<file path="src/rtl/core/cdh_pkg.sv">
// Shared types, constants and the point-logging function of the climb detector.
// No dependencies; every other file of the block imports this package.
package cdh_pkg;

   // Configuration register indexes.
   localparam logic CSR_HYSTERESIS = 1'b0;
   localparam logic CSR_MIN_ASCENT = 1'b1;

   localparam logic [9:0]  HYST_RESET       = 10'd30;
   localparam logic [9:0]  HYST_DEFAULT_DM  = 10'd30;
   localparam logic [15:0] MIN_ASCENT_RESET = 16'd1000;

   // Ceiling of 2^22 / 10; exact truncated division for magnitudes up to 2^17.
   localparam int          DIV10_SHIFT = 22;
   localparam logic [18:0] DIV10_RECIP = 19'd419431;

   localparam logic signed [15:0] ASCENT_MAX = 16'sd16383;
   localparam logic [15:0]        COUNT_MAX  = 16'hFFFF;

   // One input word after the first register, with the altitude already in meters.
   typedef struct packed {
      logic signed [17:0] altitude_dm;
      logic [31:0]        sample_time;
      logic               first_sample;
      logic signed [14:0] altitude_m;
   } item_type;

   typedef struct packed {
      logic signed [14:0] running_alt;
      logic [1:0]         points_seen;
      logic signed [14:0] older_alt;
      logic signed [14:0] middle_alt;
      logic [31:0]        middle_time;
      logic               ext_valid;
      logic signed [14:0] ext_alt;
      logic [31:0]        ext_time;
      logic [15:0]        climb_count;
   } track_state_type;

   typedef struct packed {
      logic [31:0] climb_start_time;
      logic [31:0] climb_stop_time;
      logic [13:0] ascent_m;
      logic [15:0] climb_number;
   } climb_result_type;

   typedef struct packed {
      track_state_type  st;
      logic             found;
      climb_result_type res;
   } log_out_type;

   // Ten times a running altitude, widened to compare against decimeters.
   function automatic logic signed [19:0] times_ten(logic signed [14:0] r);
      logic signed [19:0] x;
      x = {{5{r[14]}}, r};
      return (x <<< 3) + (x <<< 1);
   endfunction

   // Pushes one point into the three-point window and tests the middle one.
   function automatic log_out_type log_point(track_state_type st,
                                             logic signed [14:0] alt,
                                             logic [31:0] t,
                                             logic [15:0] min_ascent);
      log_out_type        o;
      logic               peak;
      logic               trough;
      logic signed [15:0] rise;
      logic signed [19:0] rise10;
      o       = '0;
      o.st    = st;
      peak    = (st.middle_alt > st.older_alt) && (st.middle_alt > alt);
      trough  = (st.middle_alt < st.older_alt) && (st.middle_alt < alt);
      rise    = {st.middle_alt[14], st.middle_alt} - {st.ext_alt[14], st.ext_alt};
      rise10  = ({{4{rise[15]}}, rise} <<< 3) + ({{4{rise[15]}}, rise} <<< 1);
      if (st.points_seen >= 2'd2) begin
         if (peak || trough) begin
            if (st.ext_valid && (rise10 >= $signed({4'b0000, min_ascent}))) begin
               if (st.climb_count != COUNT_MAX) begin
                  o.st.climb_count = st.climb_count + 16'd1;
               end
               o.found                = 1'b1;
               o.res.climb_start_time = st.ext_time;
               o.res.climb_stop_time  = st.middle_time;
               o.res.ascent_m         = (rise > ASCENT_MAX) ? ASCENT_MAX[13:0] : rise[13:0];
               o.res.climb_number     = o.st.climb_count;
            end
            o.st.ext_valid = 1'b1;
            o.st.ext_alt   = st.middle_alt;
            o.st.ext_time  = st.middle_time;
         end
      end else begin
         o.st.points_seen = st.points_seen + 2'd1;
      end
      o.st.older_alt   = st.middle_alt;
      o.st.middle_alt  = alt;
      o.st.middle_time = t;
      return o;
   endfunction

endpackage

</file>
<file path="src/rtl/core/cdh_input_stage.sv">
// Input register of the climb detector: captures a word and converts decimeters
// to meters (truncated toward zero) by a reciprocal multiply. Uses cdh_pkg.
module cdh_input_stage (
   input  logic               clock,
   input  logic               reset,
   input  logic               in_valid,
   output logic               in_ready,
   input  logic signed [17:0] altitude_dm,
   input  logic [31:0]        sample_time,
   input  logic               first_sample,
   input  logic               advance,
   output logic               item_valid,
   output cdh_pkg::item_type  item
);
   import cdh_pkg::*;

   logic               valid_ff, valid_in;
   item_type           item_ff, item_in;
   logic [17:0]        mag;
   logic [36:0]        prod;
   logic [14:0]        quot_mag;
   logic signed [14:0] quot;

   assign in_ready = !valid_ff || advance;

   always_comb begin
      mag      = altitude_dm[17] ? (~altitude_dm + 18'd1) : altitude_dm;
      prod     = 37'(mag) * 37'(DIV10_RECIP);
      quot_mag = prod[DIV10_SHIFT +: 15];
      quot     = altitude_dm[17] ? -$signed(quot_mag) : $signed(quot_mag);
   end

   always_comb begin
      valid_in = valid_ff;
      item_in  = item_ff;
      if (in_ready) begin
         valid_in = in_valid;
      end
      if (in_valid && in_ready) begin
         item_in.altitude_dm  = altitude_dm;
         item_in.sample_time  = sample_time;
         item_in.first_sample = first_sample;
         item_in.altitude_m   = quot;
      end
   end

   always_ff @(posedge clock) begin
      if (reset) begin
         valid_ff <= 1'b0;
      end else begin
         valid_ff <= valid_in;
      end
      item_ff <= item_in;
   end

   assign item_valid = valid_ff;
   assign item       = item_ff;
endmodule

</file>
<file path="src/rtl/core/cdh_climb_tracker.sv">
// Hysteresis tracking, extremum window and climb test, with the configuration
// registers and the result register. Uses cdh_pkg.
module cdh_climb_tracker (
   input  logic                      clock,
   input  logic                      reset,
   input  logic                      csr_we,
   input  logic                      csr_index,
   input  logic [15:0]               csr_wdata,
   input  logic                      item_valid,
   input  cdh_pkg::item_type         item,
   output logic                      advance,
   output logic                      rsp_valid,
   input  logic                      rsp_ready,
   output cdh_pkg::climb_result_type rsp_res
);
   import cdh_pkg::*;

   logic [9:0]         hyst_ff, hyst_in;
   logic [15:0]        min_ascent_ff, min_ascent_in;
   track_state_type    state_ff, state_in;
   logic               rsp_valid_ff, rsp_valid_in;
   climb_result_type   rsp_res_ff, rsp_res_in;

   logic signed [19:0] alt20, h20;
   track_state_type    st0, st0m, st1, st1m;
   log_out_type        up_log, down_log;
   logic               up_hit, down_hit, found;
   climb_result_type   res;

   always_comb begin
      hyst_in       = hyst_ff;
      min_ascent_in = min_ascent_ff;
      if (csr_we) begin
         unique case (csr_index)
            CSR_HYSTERESIS: hyst_in       = csr_wdata[9:0];
            CSR_MIN_ASCENT: min_ascent_in = csr_wdata;
         endcase
      end
   end

   assign advance = !rsp_valid_ff || rsp_ready;

   always_comb begin
      alt20 = {{2{item.altitude_dm[17]}}, item.altitude_dm};
      h20   = {10'd0, (hyst_ff <= 10'd1) ? HYST_DEFAULT_DM : hyst_ff};

      // A first sample clears everything and seeds the running altitude.
      st0 = state_ff;
      if (item.first_sample) begin
         st0             = '0;
         st0.running_alt = item.altitude_m;
      end

      // The upward test runs first; the downward test sees its moved altitude.
      up_hit           = alt20 > (times_ten(st0.running_alt) + h20);
      st0m             = st0;
      st0m.running_alt = item.altitude_m;
      up_log = log_point(st0m, item.altitude_m, item.sample_time, min_ascent_ff);
      st1    = up_hit ? up_log.st : st0;

      down_hit         = alt20 < (times_ten(st1.running_alt) - h20);
      st1m             = st1;
      st1m.running_alt = item.altitude_m;
      down_log = log_point(st1m, item.altitude_m, item.sample_time, min_ascent_ff);

      found = (up_hit && up_log.found) || (down_hit && down_log.found);
      res   = (up_hit && up_log.found) ? up_log.res : down_log.res;

      state_in     = state_ff;
      rsp_valid_in = rsp_valid_ff;
      rsp_res_in   = rsp_res_ff;
      if (advance) begin
         rsp_valid_in = item_valid && found;
         if (item_valid) begin
            state_in = down_hit ? down_log.st : st1;
            if (found) begin
               rsp_res_in = res;
            end
         end
      end
   end

   always_ff @(posedge clock) begin
      if (reset) begin
         hyst_ff       <= HYST_RESET;
         min_ascent_ff <= MIN_ASCENT_RESET;
         state_ff      <= '0;
         rsp_valid_ff  <= 1'b0;
      end else begin
         hyst_ff       <= hyst_in;
         min_ascent_ff <= min_ascent_in;
         state_ff      <= state_in;
         rsp_valid_ff  <= rsp_valid_in;
      end
      rsp_res_ff <= rsp_res_in;
   end

   assign rsp_valid = rsp_valid_ff;
   assign rsp_res   = rsp_res_ff;
endmodule

</file>
<file path="src/rtl/core/climb_detector_hysteresis_core.sv">
// Top level of the climb detector with hysteresis: stream ports, word packing
// and checks. Depends on cdh_pkg, cdh_input_stage and cdh_climb_tracker.
//
//   channel   direction  handshake               payload
//   req_      in         req_tvalid/req_tready   altitude, time tag; tuser = first flag
//   rsp_      out        rsp_tvalid/rsp_tready   start/stop time, ascent, climb number
//   csr_      in         csr_we (no wait)        csr_index selects register, csr_wdata
//
// One word is accepted every cycle while no result is stalled. A word is
// captured in the input register, its altitude divided by ten with a
// reciprocal multiply on the way in, and its result (if any) is held in the
// result register. The state update loop in the tracker sets the rate. Reset
// is synchronous and restores the register defaults (hysteresis 30 dm,
// minimum ascent 1000 dm) and clears all tracking state. A stalled result
// holds the tracker; the input register still takes one word.
module climb_detector_hysteresis_core (
   input  logic        clock,
   input  logic        reset,
   input  logic        req_tvalid,
   output logic        req_tready,
   // [17:0] altitude_dm (signed), [49:18] sample_time, [55:50] zero
   input  logic [55:0] req_tdata,
   // [0] first_sample
   input  logic        req_tuser,
   output logic        rsp_tvalid,
   input  logic        rsp_tready,
   // [31:0] climb_start_time, [63:32] climb_stop_time, [77:64] ascent_m,
   // [93:78] climb_number, [95:94] zero
   output logic [95:0] rsp_tdata,
   input  logic        csr_we,
   input  logic        csr_index,
   input  logic [15:0] csr_wdata
);
   import cdh_pkg::*;

   logic             advance;
   logic             item_valid;
   item_type         item;
   climb_result_type rsp_res;

   // The input register also computes the altitude in meters.
   cdh_input_stage u_input (
      .clock        (clock),
      .reset        (reset),
      .in_valid     (req_tvalid),
      .in_ready     (req_tready),
      .altitude_dm  ($signed(req_tdata[17:0])),
      .sample_time  (req_tdata[49:18]),
      .first_sample (req_tuser),
      .advance      (advance),
      .item_valid   (item_valid),
      .item         (item)
   );

   // The tracker owns the configuration, the detection state and the result.
   cdh_climb_tracker u_tracker (
      .clock      (clock),
      .reset      (reset),
      .csr_we     (csr_we),
      .csr_index  (csr_index),
      .csr_wdata  (csr_wdata),
      .item_valid (item_valid),
      .item       (item),
      .advance    (advance),
      .rsp_valid  (rsp_tvalid),
      .rsp_ready  (rsp_tready),
      .rsp_res    (rsp_res)
   );

   assign rsp_tdata = {2'b00, rsp_res.climb_number, rsp_res.ascent_m,
                       rsp_res.climb_stop_time, rsp_res.climb_start_time};

   // The input side may only stall when a result is waiting and not taken.
   assert property (@(posedge clock) disable iff (reset)
      !req_tready |-> (rsp_tvalid && !rsp_tready))
      else $error("input stalled without a blocked result");

   // Climb numbers start at one, so a shown result never carries zero.
   assert property (@(posedge clock) disable iff (reset)
      rsp_tvalid |-> (rsp_res.climb_number != 16'd0))
      else $error("result with climb number zero");

   // Reset leaves no result pending.
   assert property (@(posedge clock)
      reset |=> !rsp_tvalid)
      else $error("result valid right after reset");
endmodule

</file>
<file path="config.mk">
export PLATFORM = sky130hd
export DESIGN_NAME = climb_detector_hysteresis_core
export DESIGN_NICKNAME = d
export VERILOG_FILES = /design/src/rtl/core/cdh_pkg.sv /design/src/rtl/core/cdh_input_stage.sv /design/src/rtl/core/cdh_climb_tracker.sv /design/src/rtl/core/climb_detector_hysteresis_core.sv
export SDC_FILE = /design/constraint.sdc
export NUM_CORES = 1
export LEC_CHECK = 0
export ABC_AREA = 1
export BUFFER_PORTS_ARGS = -buffer_cell sky130_fd_sc_hd__buf_2
export CELL_PAD_IN_SITES_DETAIL_PLACEMENT = 2
export CELL_PAD_IN_SITES_GLOBAL_PLACEMENT = 2
export CORE_UTILIZATION = 37
export CTS_CLUSTER_SIZE = 12
export DETAILED_ROUTE_END_ITERATION = 7
export GPL_ROUTABILITY_DRIVEN = 0
export PLACE_DENSITY_LB_ADDON = 0.1
export SLEW_MARGIN = 20
export SYNTH_ARGS = -nofsm -noshare
export SYNTH_HDL_FRONTEND = slang
export SYNTH_HIERARCHICAL = 1
export SYNTH_SLANG_ARGS = --single-unit
</file>
<file path="constraint.sdc">
create_clock -name clock -period 19.5 [get_ports clock]
set_input_delay 0.975 -clock clock [delete_from_list [all_inputs] [get_ports clock]]
set_output_delay 0.975 -clock clock [all_outputs]
set_load 0.01 [all_outputs]
</file>
# Word level (Yosys, flattened, before mapping)
# Index checks and enable logic that the tools add are counted.
dict set report totals {
  regBits 331
  output_inout_bits 98
}
dict set report op_classes {
  add_sub_neg 14
  n_mul 1
  n_lt_le_gt_ge 17
  n_eq_ne 2
  muxes 19
  bitwise 2
  reduce_logical 21
}
# op count
set ops {}
lappend ops {{$mux W159} 4}
lappend ops {{$mux W143} 3}
lappend ops {{$mux W111} 2}
lappend ops {{$mux W94} 1}
lappend ops {{$gt A15 B15 Y1} 4}
lappend ops {{$lt A15 B15 Y1} 4}
lappend ops {{$add A19 B17 Y20} 2}
lappend ops {{$ge A20 B17 Y1} 2}
lappend ops {{$add A18 B16 Y19} 2}
lappend ops {{$mul A18 B19 Y37 const B} 1}
lappend ops {{$add A16 B1 Y16 const B} 2}
lappend ops {{$gt A16 B15 Y1 const B} 2}
lappend ops {{$mux W16} 2}
lappend ops {{$ne A16 B16 Y1 const B} 2}
lappend ops {{$sub A15 B15 Y16} 2}
lappend ops {{$mux W14} 2}
lappend ops {{$add A20 B11 Y20} 1}
lappend ops {{$gt A18 B20 Y1} 1}
lappend ops {{$lt A18 B20 Y1} 1}
lappend ops {{$sub A20 B11 Y20} 1}
lappend ops {{$add A18 B1 Y18 const B} 1}
lappend ops {{$mux W18} 1}
lappend ops {{$not A18 Y18} 1}
lappend ops {{$mux W15} 1}
lappend ops {{other kinds (12)} 31}

# Longest topological paths before layout
# Gate-level depths: netlist of run 1.
dict set report logic_depth {
  depth_word 19
  ltp_mapped 82
  mapped_depth_nobuf 77
}

# Cells and area by module
# The synthesis of run 1 kept the hierarchy.
# module n_inst cells_each area_each_um2
set modules_own_cells {}
lappend modules_own_cells {cdh_climb_tracker 1 3240 22457.8}
lappend modules_own_cells {cdh_input_stage 1 1101 9132.5}
lappend modules_own_cells {climb_detector_hysteresis_core 1 3 18.8}

# Least setup slack after synthesis of run 1
# No wires, ideal clock.
dict set report synth_path {
  path_kind {reg2reg}
  from {register u_input.item_ff (netlist bit u_input/item[15])}
  to {register u_tracker.rsp_res_ff (netlist bit u_tracker/rsp_res[0]), enable pin}
  setup_ns 0.578
  t_arrival_ns 15.450
  required_time_ns 18.922
  setup_slack_ns 3.472
  path_stages_with_launch 75
  path_buffers 8
  synth_period_minus_slack_ns 16.028
  cell_sequence {edfxtp_1 -> clkbuf_1 -> clkbuf_1 -> clkbuf_1 -> o21ai_0 -> inv_1 -> o21ai_0 -> nand2_1 -> inv_1 -> ha_1 -> inv_1 -> fa_1 -> nand3b_1 -> and2_1 -> nor2_1 -> nor2_1 -> o21bai_1 -> a21oi_1 -> [... 39 more ...] -> a21oi_1 -> o21ai_0 -> a21o_1 -> a21oi_1 -> xor2_1 -> ha_1 -> nand3_1 -> nor3_1 -> nand4_1 -> nand3_1 -> or2_2 -> nand2_1 -> clkinv_1 -> nand2_1 -> clkinv_1 -> nand3_4 -> buf_6 -> a21oi_1}
}
dict set report synth_between {
  elab_chain_len 17
  elab_cells_between_ends 44
  classes_between {add/sub (9); order compare (14); mux (9); reduce/logical (12)}
}
# element line_no
set synth_lines {}
lappend synth_lines {{start, declared} cdh_input_stage.sv:18} ;# item_type item_ff, item_in;
lappend synth_lines {{start signal, assigned} cdh_input_stage.sv:53} ;# item_ff <= item_in;
lappend synth_lines {{$mux W143 (*)} cdh_climb_tracker.sv:49} ;# if (item.first_sample) begin
lappend synth_lines {{parallel branches: the longest is 14 deep, another holds $add A20 B11 Y20} --}
lappend synth_lines {{$logic_or A1 B1 Y1 (*)} cdh_climb_tracker.sv:66} ;# found = (up_hit && up_log.found) || (down_hit && down_log.found);
lappend synth_lines {{$reduce_and A3 Y1 (no line) (*)} --}
lappend synth_lines {{end signal, assigned} cdh_climb_tracker.sv:95} ;# rsp_res_ff <= rsp_res_in;
lappend synth_lines {{end, declared} cdh_climb_tracker.sv:22} ;# climb_result_type rsp_res_ff, rsp_res_in;
# Every way passes the cells marked *.
# A chain may end at the register's enable or synchronous reset.

==> results of run 1 <==
[routing by layer]
layer	track usage	vias to the layer above	wire length, um
met2	0.514	322	60500
met3	0.0191	162	2190
li1	-	14390	-
met1	0.320	14901	50100
met5	0	-	11
met4	0.0812	2	3220
[cells in the final DEF (no fill, tap or decap), types with 6 or more instances in the layout]
cell type and n:
nand2_1 970, inv_1 759, ha_1 372, a21oi_1 360
o21ai_0 322, nor2_1 205, nand3_1 176, dfxtp_1 171
buf_2 167, edfxtp_1 160, fa_1 114, xor2_1 102
o211ai_1 62, nand4_1 45, clkbuf_16 44, buf_4 40
o22ai_1 39, nor3_1 32, o21bai_1 32, o21ai_1 31
nand2_2 30, inv_2 19, xnor2_1 15, and2_1 12
nor4_1 11, o21a_1 11, a211oi_1 11, clkbuf_1 10
clkinv_2 10, clkinv_1 10, nand3b_1 9, nor2_4 9
nor2_2 9, a21o_1 8, o221a_2 8, a221oi_1 8
nand3_2 7, o31ai_1 6
[registers in the layout (all words and copies together) (netlist names)]
name and cells:
u_input/item 66, u_input/item_valid 1, u_tracker/hyst_ff 10, u_tracker/min_ascent_ff 16, u_tracker/rsp_res 94, u_tracker/rsp_valid 1
u_tracker/state_ff 143
[cells by family after synthesis]
kind of cell / count (synthesis) / share of synthesized area
other cells: 1 / 0.000119
simple gates: 1535 / 0.206
compound gates: 928 / 0.166
buf+inv: 942 / 0.114
xor+xnor: 119 / 0.0334
flops: 331 / 0.260
fa+ha+maj: 486 / 0.219
mux: 2 / 0.000633
[final timing paths]
check | startpoint | end | slack (ns) | cells past startpoint
setup reg to reg | u_input/item[15] | u_tracker/rsp_res[4] | 4.87 | 74
hold / removal | u_tracker/state_ff[92] | u_tracker/state_ff[92] | 0.47 | 2
hold reg to reg | u_tracker/state_ff[92] | u_tracker/state_ff[92] | 0.47 | 2
setup / recovery | u_input/item[15] | u_tracker/rsp_res[4] | 4.87 | 74
[worst max-delay path: cells and delay by family, from the launching register on]
kind	cells	cell delay [ns]
compound gates	23	4.26
xor+xnor	3	0.91
fa+ha+maj	7	1.89
buf+inv	11	2.81
flops	1	0.33
simple gates	30	3.91
[layout make-up]
class	instances	share of cell area
multi-input combinational	3072	0.567
sequential	331	0.235
inverter	784	0.0842
tap	1134	0.0405
clock buffer	57	0.0337
clock inverter	25	0.00693
timing repair buffer	208	0.0332
[per-stage QoR]
step | util | hold slack [ns]
after global routing | 0.417 | 0.480
final | 0.417 | 0.465
after detailed placement | 0.399 | 0.454
after floorplan | - | 0.431
after CTS | 0.416 | 0.466
after global placement | 0.399 | 0.449
==> flow_metrics.env, run 1 <==
export IMPL_cp_max_fo=57
export IMPL_drt_iter0_markers=1012
export IMPL_area_used_by_multi_input_combinational_logic_mm2=0.0198
export IMPL_via_count=29777
export IMPL_area_growth_syn_to_layout_pct=10.8
export IMPL_cts_root_buf="clkbuf_16"
export IMPL_max_cap_violations=0
export IMPL_postCtsHoldBufs=0
export IMPL_clock_tree_buffer_depth=3
export IMPL_synth_lib_cells_used_distinct=69
export IMPL_synth_top_area_share=0.152
export IMPL_synth_ff_type="dfxtp_1"
export IMPL_report_final_slew_viol_count=0
export IMPL_synthesis_yosys_warnings=6
export IMPL_synthTopCellsByArea="edfxtp_1, ha_1, nand2_1"
export IMPL_grt_ovfl_total=0
export IMPL_floorplan_core_area_mm2=0.0841
export IMPL_fp_row_count=106
export IMPL_worst_slew_slack_as_a_fraction_of_its_limit=0.251
export IMPL_i_o_pins=177
export IMPL_mappedNetlistArea_mm2=0.0316
export IMPL_antenna_cells_inserted=0
export IMPL_start_util=0.376
export IMPL_syn_instance_count=4344
export IMPL_ys_ff_latch=331
export IMPL_route_detailed_drc=0
export IMPL_grt_max_degree=88
export IMPL_pre_cts_ws_ns=4.63
export IMPL_fp_dieArea_mm2=0.0866
export IMPL_place_area_mm2=0.0336
export IMPL_fin_crit_sh=0.750
export IMPL_final_setup_viols=0
export IMPL_worst_path_most_repeated_cell="nand2_1"
export IMPL_grt_pass1_vias=33122
export IMPL_cts_buffer_count=44
export IMPL_clock_skew_ns=0.0186
export IMPL_die_width_um=294
export IMPL_placedCellCount=5528
export IMPL_grt_pass1_wl_um=184000
export IMPL_cts_htree_levels=2
export IMPL_finalWorstPathRequiredPeriod_ns=14.63
export IMPL_worst_endpoint_required_ns=19.78
export IMPL_fin_tns_setup_ns=0
export IMPL_nFillCells=10083
export IMPL_final_design_area_no_fill_mm2=0.0350
export IMPL_syn_area_per_cell_um2=7.28
export IMPL_cts_repair_resized=0
export IMPL_synthArstFlopShare=0
export IMPL_status="finished clean"
export IMPL_tightestPinTransition_ns=1.09
export IMPL_detail_route_vias_per_cell=5.31
export IMPL_gr_usage_all_layers=0.270
export IMPL_synth_edff_count=160
export IMPL_clkSinkCount=331
export IMPL_detailed_place_hpwl_um=87500
export IMPL_timing_critical_path_to_type="flop"
export IMPL_setup_worst_path_start_class="flop"
export IMPL_worst_path_max_delay_cell="nand2_2"
export IMPL_die_height_um=294
export IMPL_clk_transition_reported_paths_ns=0.06
export IMPL_detail_route_first_pass_iterations=5
export IMPL_instances_no_fill=5611
export IMPL_post_cts_buffers=0
export IMPL_netlist_top_cell_by_area="edfxtp_1"
export IMPL_fin_ws_ns=4.87
export IMPL_route_detailed_wl_per_inst_um=20.7
export IMPL_grt_antenna_before_repair=1
export IMPL_crit_type="flop to flop"
export IMPL_cts_tree="yes"
export IMPL_placement_io_buffers=168
export IMPL_seq_area_mm2=0.00823
export IMPL_report_final_hold_viol_count=0
export IMPL_synth_cells_most_frequent="nand2_1, inv_1, ha_1"
export IMPL_worst_path_arrival_time_ns=14.91
export IMPL_setup_repair_after_global_routing_missed_its_margin="false"
export IMPL_hp_class="flop to flop"
export IMPL_clock_insertion_delay_worst_skew_ns=0.60
export IMPL_final_layout_size_suffix_gt1_frac=0.0867
export IMPL_detail_route_antenna_nets=0
export IMPL_synth_most_common_cell="nand2_1"
export IMPL_layout_nets=5006
export IMPL_ys_seq_area_frac=0.260
export IMPL_max_stage_delay_ns=0.65
export IMPL_routed_wl_um=116000
export IMPL_timing_fmax_mhz=68.4
Power of run 1 is left out: the tool's default activity adds up to more than one toggle a clock period on the data nets, which glitch-free logic cannot reach.
==> inputs of run 2 (changes only) <==
--- a/config.mk
+++ b/config.mk
@@ -9,7 +9,7 @@
 export BUFFER_PORTS_ARGS = -buffer_cell sky130_fd_sc_hd__buf_2
 export CELL_PAD_IN_SITES_DETAIL_PLACEMENT = 2
 export CELL_PAD_IN_SITES_GLOBAL_PLACEMENT = 2
-export CORE_UTILIZATION = 37
+export CORE_UTILIZATION = 33
 export CTS_CLUSTER_SIZE = 12
 export DETAILED_ROUTE_END_ITERATION = 7
 export GPL_ROUTABILITY_DRIVEN = 0
==> constraint.sdc (replaced) <==
create_clock -name clock -period 13 [get_ports clock]
set_input_delay 0.65 -clock clock [delete_from_list [all_inputs] [get_ports clock]]
set_output_delay 0.65 -clock clock [all_outputs]
set_load 0.01 [all_outputs]
==> flow_metrics.env, run 2 (synthesis results as in run 1) <==
export IMPL_status="finished clean"
export IMPL_start_util=0.333
export IMPL_clk_transition_reported_paths_ns=0.06
export IMPL_layout_commonest_cell="nand2_1"
export IMPL_cts_htree_levels=2
export IMPL_route_detailed_drc=0
export IMPL_placement_io_buffers=168
export IMPL_detail_route_vias_per_cell=5.12
export IMPL_cp_max_fo=25
export IMPL_grt_max_degree=90
export IMPL_cts_buffer_count=46
export IMPL_fin_worst_hold_slack_ns=0.192
export IMPL_final_layout_size_suffix_gt1_frac=0.0944
export IMPL_largest_register_ffs=143
export IMPL_worst_slew_slack_as_a_fraction_of_its_limit=0.265
export IMPL_area_growth_syn_to_layout_pct=12.7
export IMPL_clock_skew_ns=0.0335
export IMPL_detailed_place_hpwl_um=88500
export IMPL_layout_nets=5031
export IMPL_timing_critical_path_to_type="flop"
export IMPL_final_setup_viols=0
export IMPL_via_count=29557
export IMPL_worst_endpoint_required_ns=13.37
export IMPL_grt_antenna_before_repair=1
export IMPL_worst_r2r_cell_count=69
export IMPL_gr_usage_all_layers=0.238
export IMPL_grt_pass1_wl_um=183000
export IMPL_report_final_hold_viol_count=0
export IMPL_fp_row_count=113
export IMPL_report_final_slew_viol_count=0
export IMPL_final_cell_mix="nand2_1, inv_1, ha_1"
export IMPL_cts_tree="yes"
export IMPL_hp_class="input pin to flop"
export IMPL_worst_path_most_repeated_cell="nand2_1"
export IMPL_setup_worst_path_start_class="flop"
export IMPL_fin_tns_setup_ns=0
export IMPL_fin_crit_sh=0.922
export IMPL_final_util=0.375
export IMPL_grt_pass1_vias=32822
export IMPL_worst_path_arrival_time_ns=12.35
export IMPL_drt_iter0_markers=977
export IMPL_max_stage_delay_ns=0.44
export IMPL_finalWorstPathRequiredPeriod_ns=11.98
export IMPL_area_used_by_multi_input_combinational_logic_mm2=0.0199
export IMPL_clock_tree_buffer_depth=3
export IMPL_detail_route_first_pass_iterations=4
export IMPL_worst_path_max_delay_cell="fa_1"
export IMPL_detail_route_antenna_nets=0
export IMPL_fp_dieArea_mm2=0.0970
export IMPL_i_o_pins=177
export IMPL_critical_path_buf_inv_count=8
export IMPL_die_width_um=311
export IMPL_antenna_cells_inserted=0
export IMPL_floorplan_core_area_mm2=0.0949
export IMPL_largest_register_by_flop_count="u_tracker/state_ff"
export IMPL_timing_fmax_mhz=83.5
export IMPL_grt_ovfl_total=0
export IMPL_max_cap_violations=0
export IMPL_tightestPinTransition_ns=1.10
export IMPL_nFillCells=11211
export IMPL_routed_wl_um=116000
export IMPL_crit_type="flop to flop"
export IMPL_clkSinkCount=331
export IMPL_critical_path_depth=69
export IMPL_cts_root_buf="clkbuf_16"
export IMPL_hold_path_depth=1
export IMPL_die_height_um=311
export IMPL_seq_area_mm2=0.00823
export IMPL_clock_insertion_delay_worst_skew_ns=0.64
export IMPL_cp_top_family="simple AND/OR/NAND/NOR gates"
export IMPL_route_detailed_wl_per_inst_um=20.0
run 2: changes by cell type in the layout (fill, tap and decap cells not counted), sizes merged:
cell    change
bufinv      +2
inv         -2
clkinv      -1
buf        +22
clkbuf      +6
run 2: per-stage QoR:
stage	area, um2	instances	setup WS, ns
after floorplan	31600	4345	0.0631
after global placement	33900	5673	0.629
after detailed placement	33900	5673	0.194
after CTS	35400	5759	0.155
after global routing	35600	5769	-0.0159
final	35600	5769	1.02
run 2: routing by layer:
metal | track usage | wire length (um)
met1 | 0.292 | 51200
met2 | 0.445 | 59700
met3 | 0.0195 | 1900
met4 | 0.0599 | 2800
met5 | 0 | 0
run 2: layout make-up:
class,instances,share of cell area
multi-input cells,3072,0.558
flip-flops and latches,331,0.231
inverters,784,0.0829
well taps,1265,0.0444
repair buffers,231,0.0398
clock buffers,62,0.0354
clock inverters,24,0.00808
run 2: final timing paths:
check / startpoint / to / slack (ns)
worst min register to register: u_tracker/state_ff[66] / u_tracker/state_ff[66] / 0.47
worst max-delay path: u_tracker/hyst_ff[3] / u_tracker/rsp_res[59] / 1.02
worst max register to register: u_tracker/hyst_ff[3] / u_tracker/rsp_res[59] / 1.02
worst min-delay path: req_tdata[39] / u_input/item[37] / 0.19
run 2: repair_timing:
item                                    CTS  global route
gates resized for setup                   0            27
setup buffers                             0             9
hold buffers                              0             0
endpoints found under the setup margin    0           332
Power of run 2 is left out for the same reason.
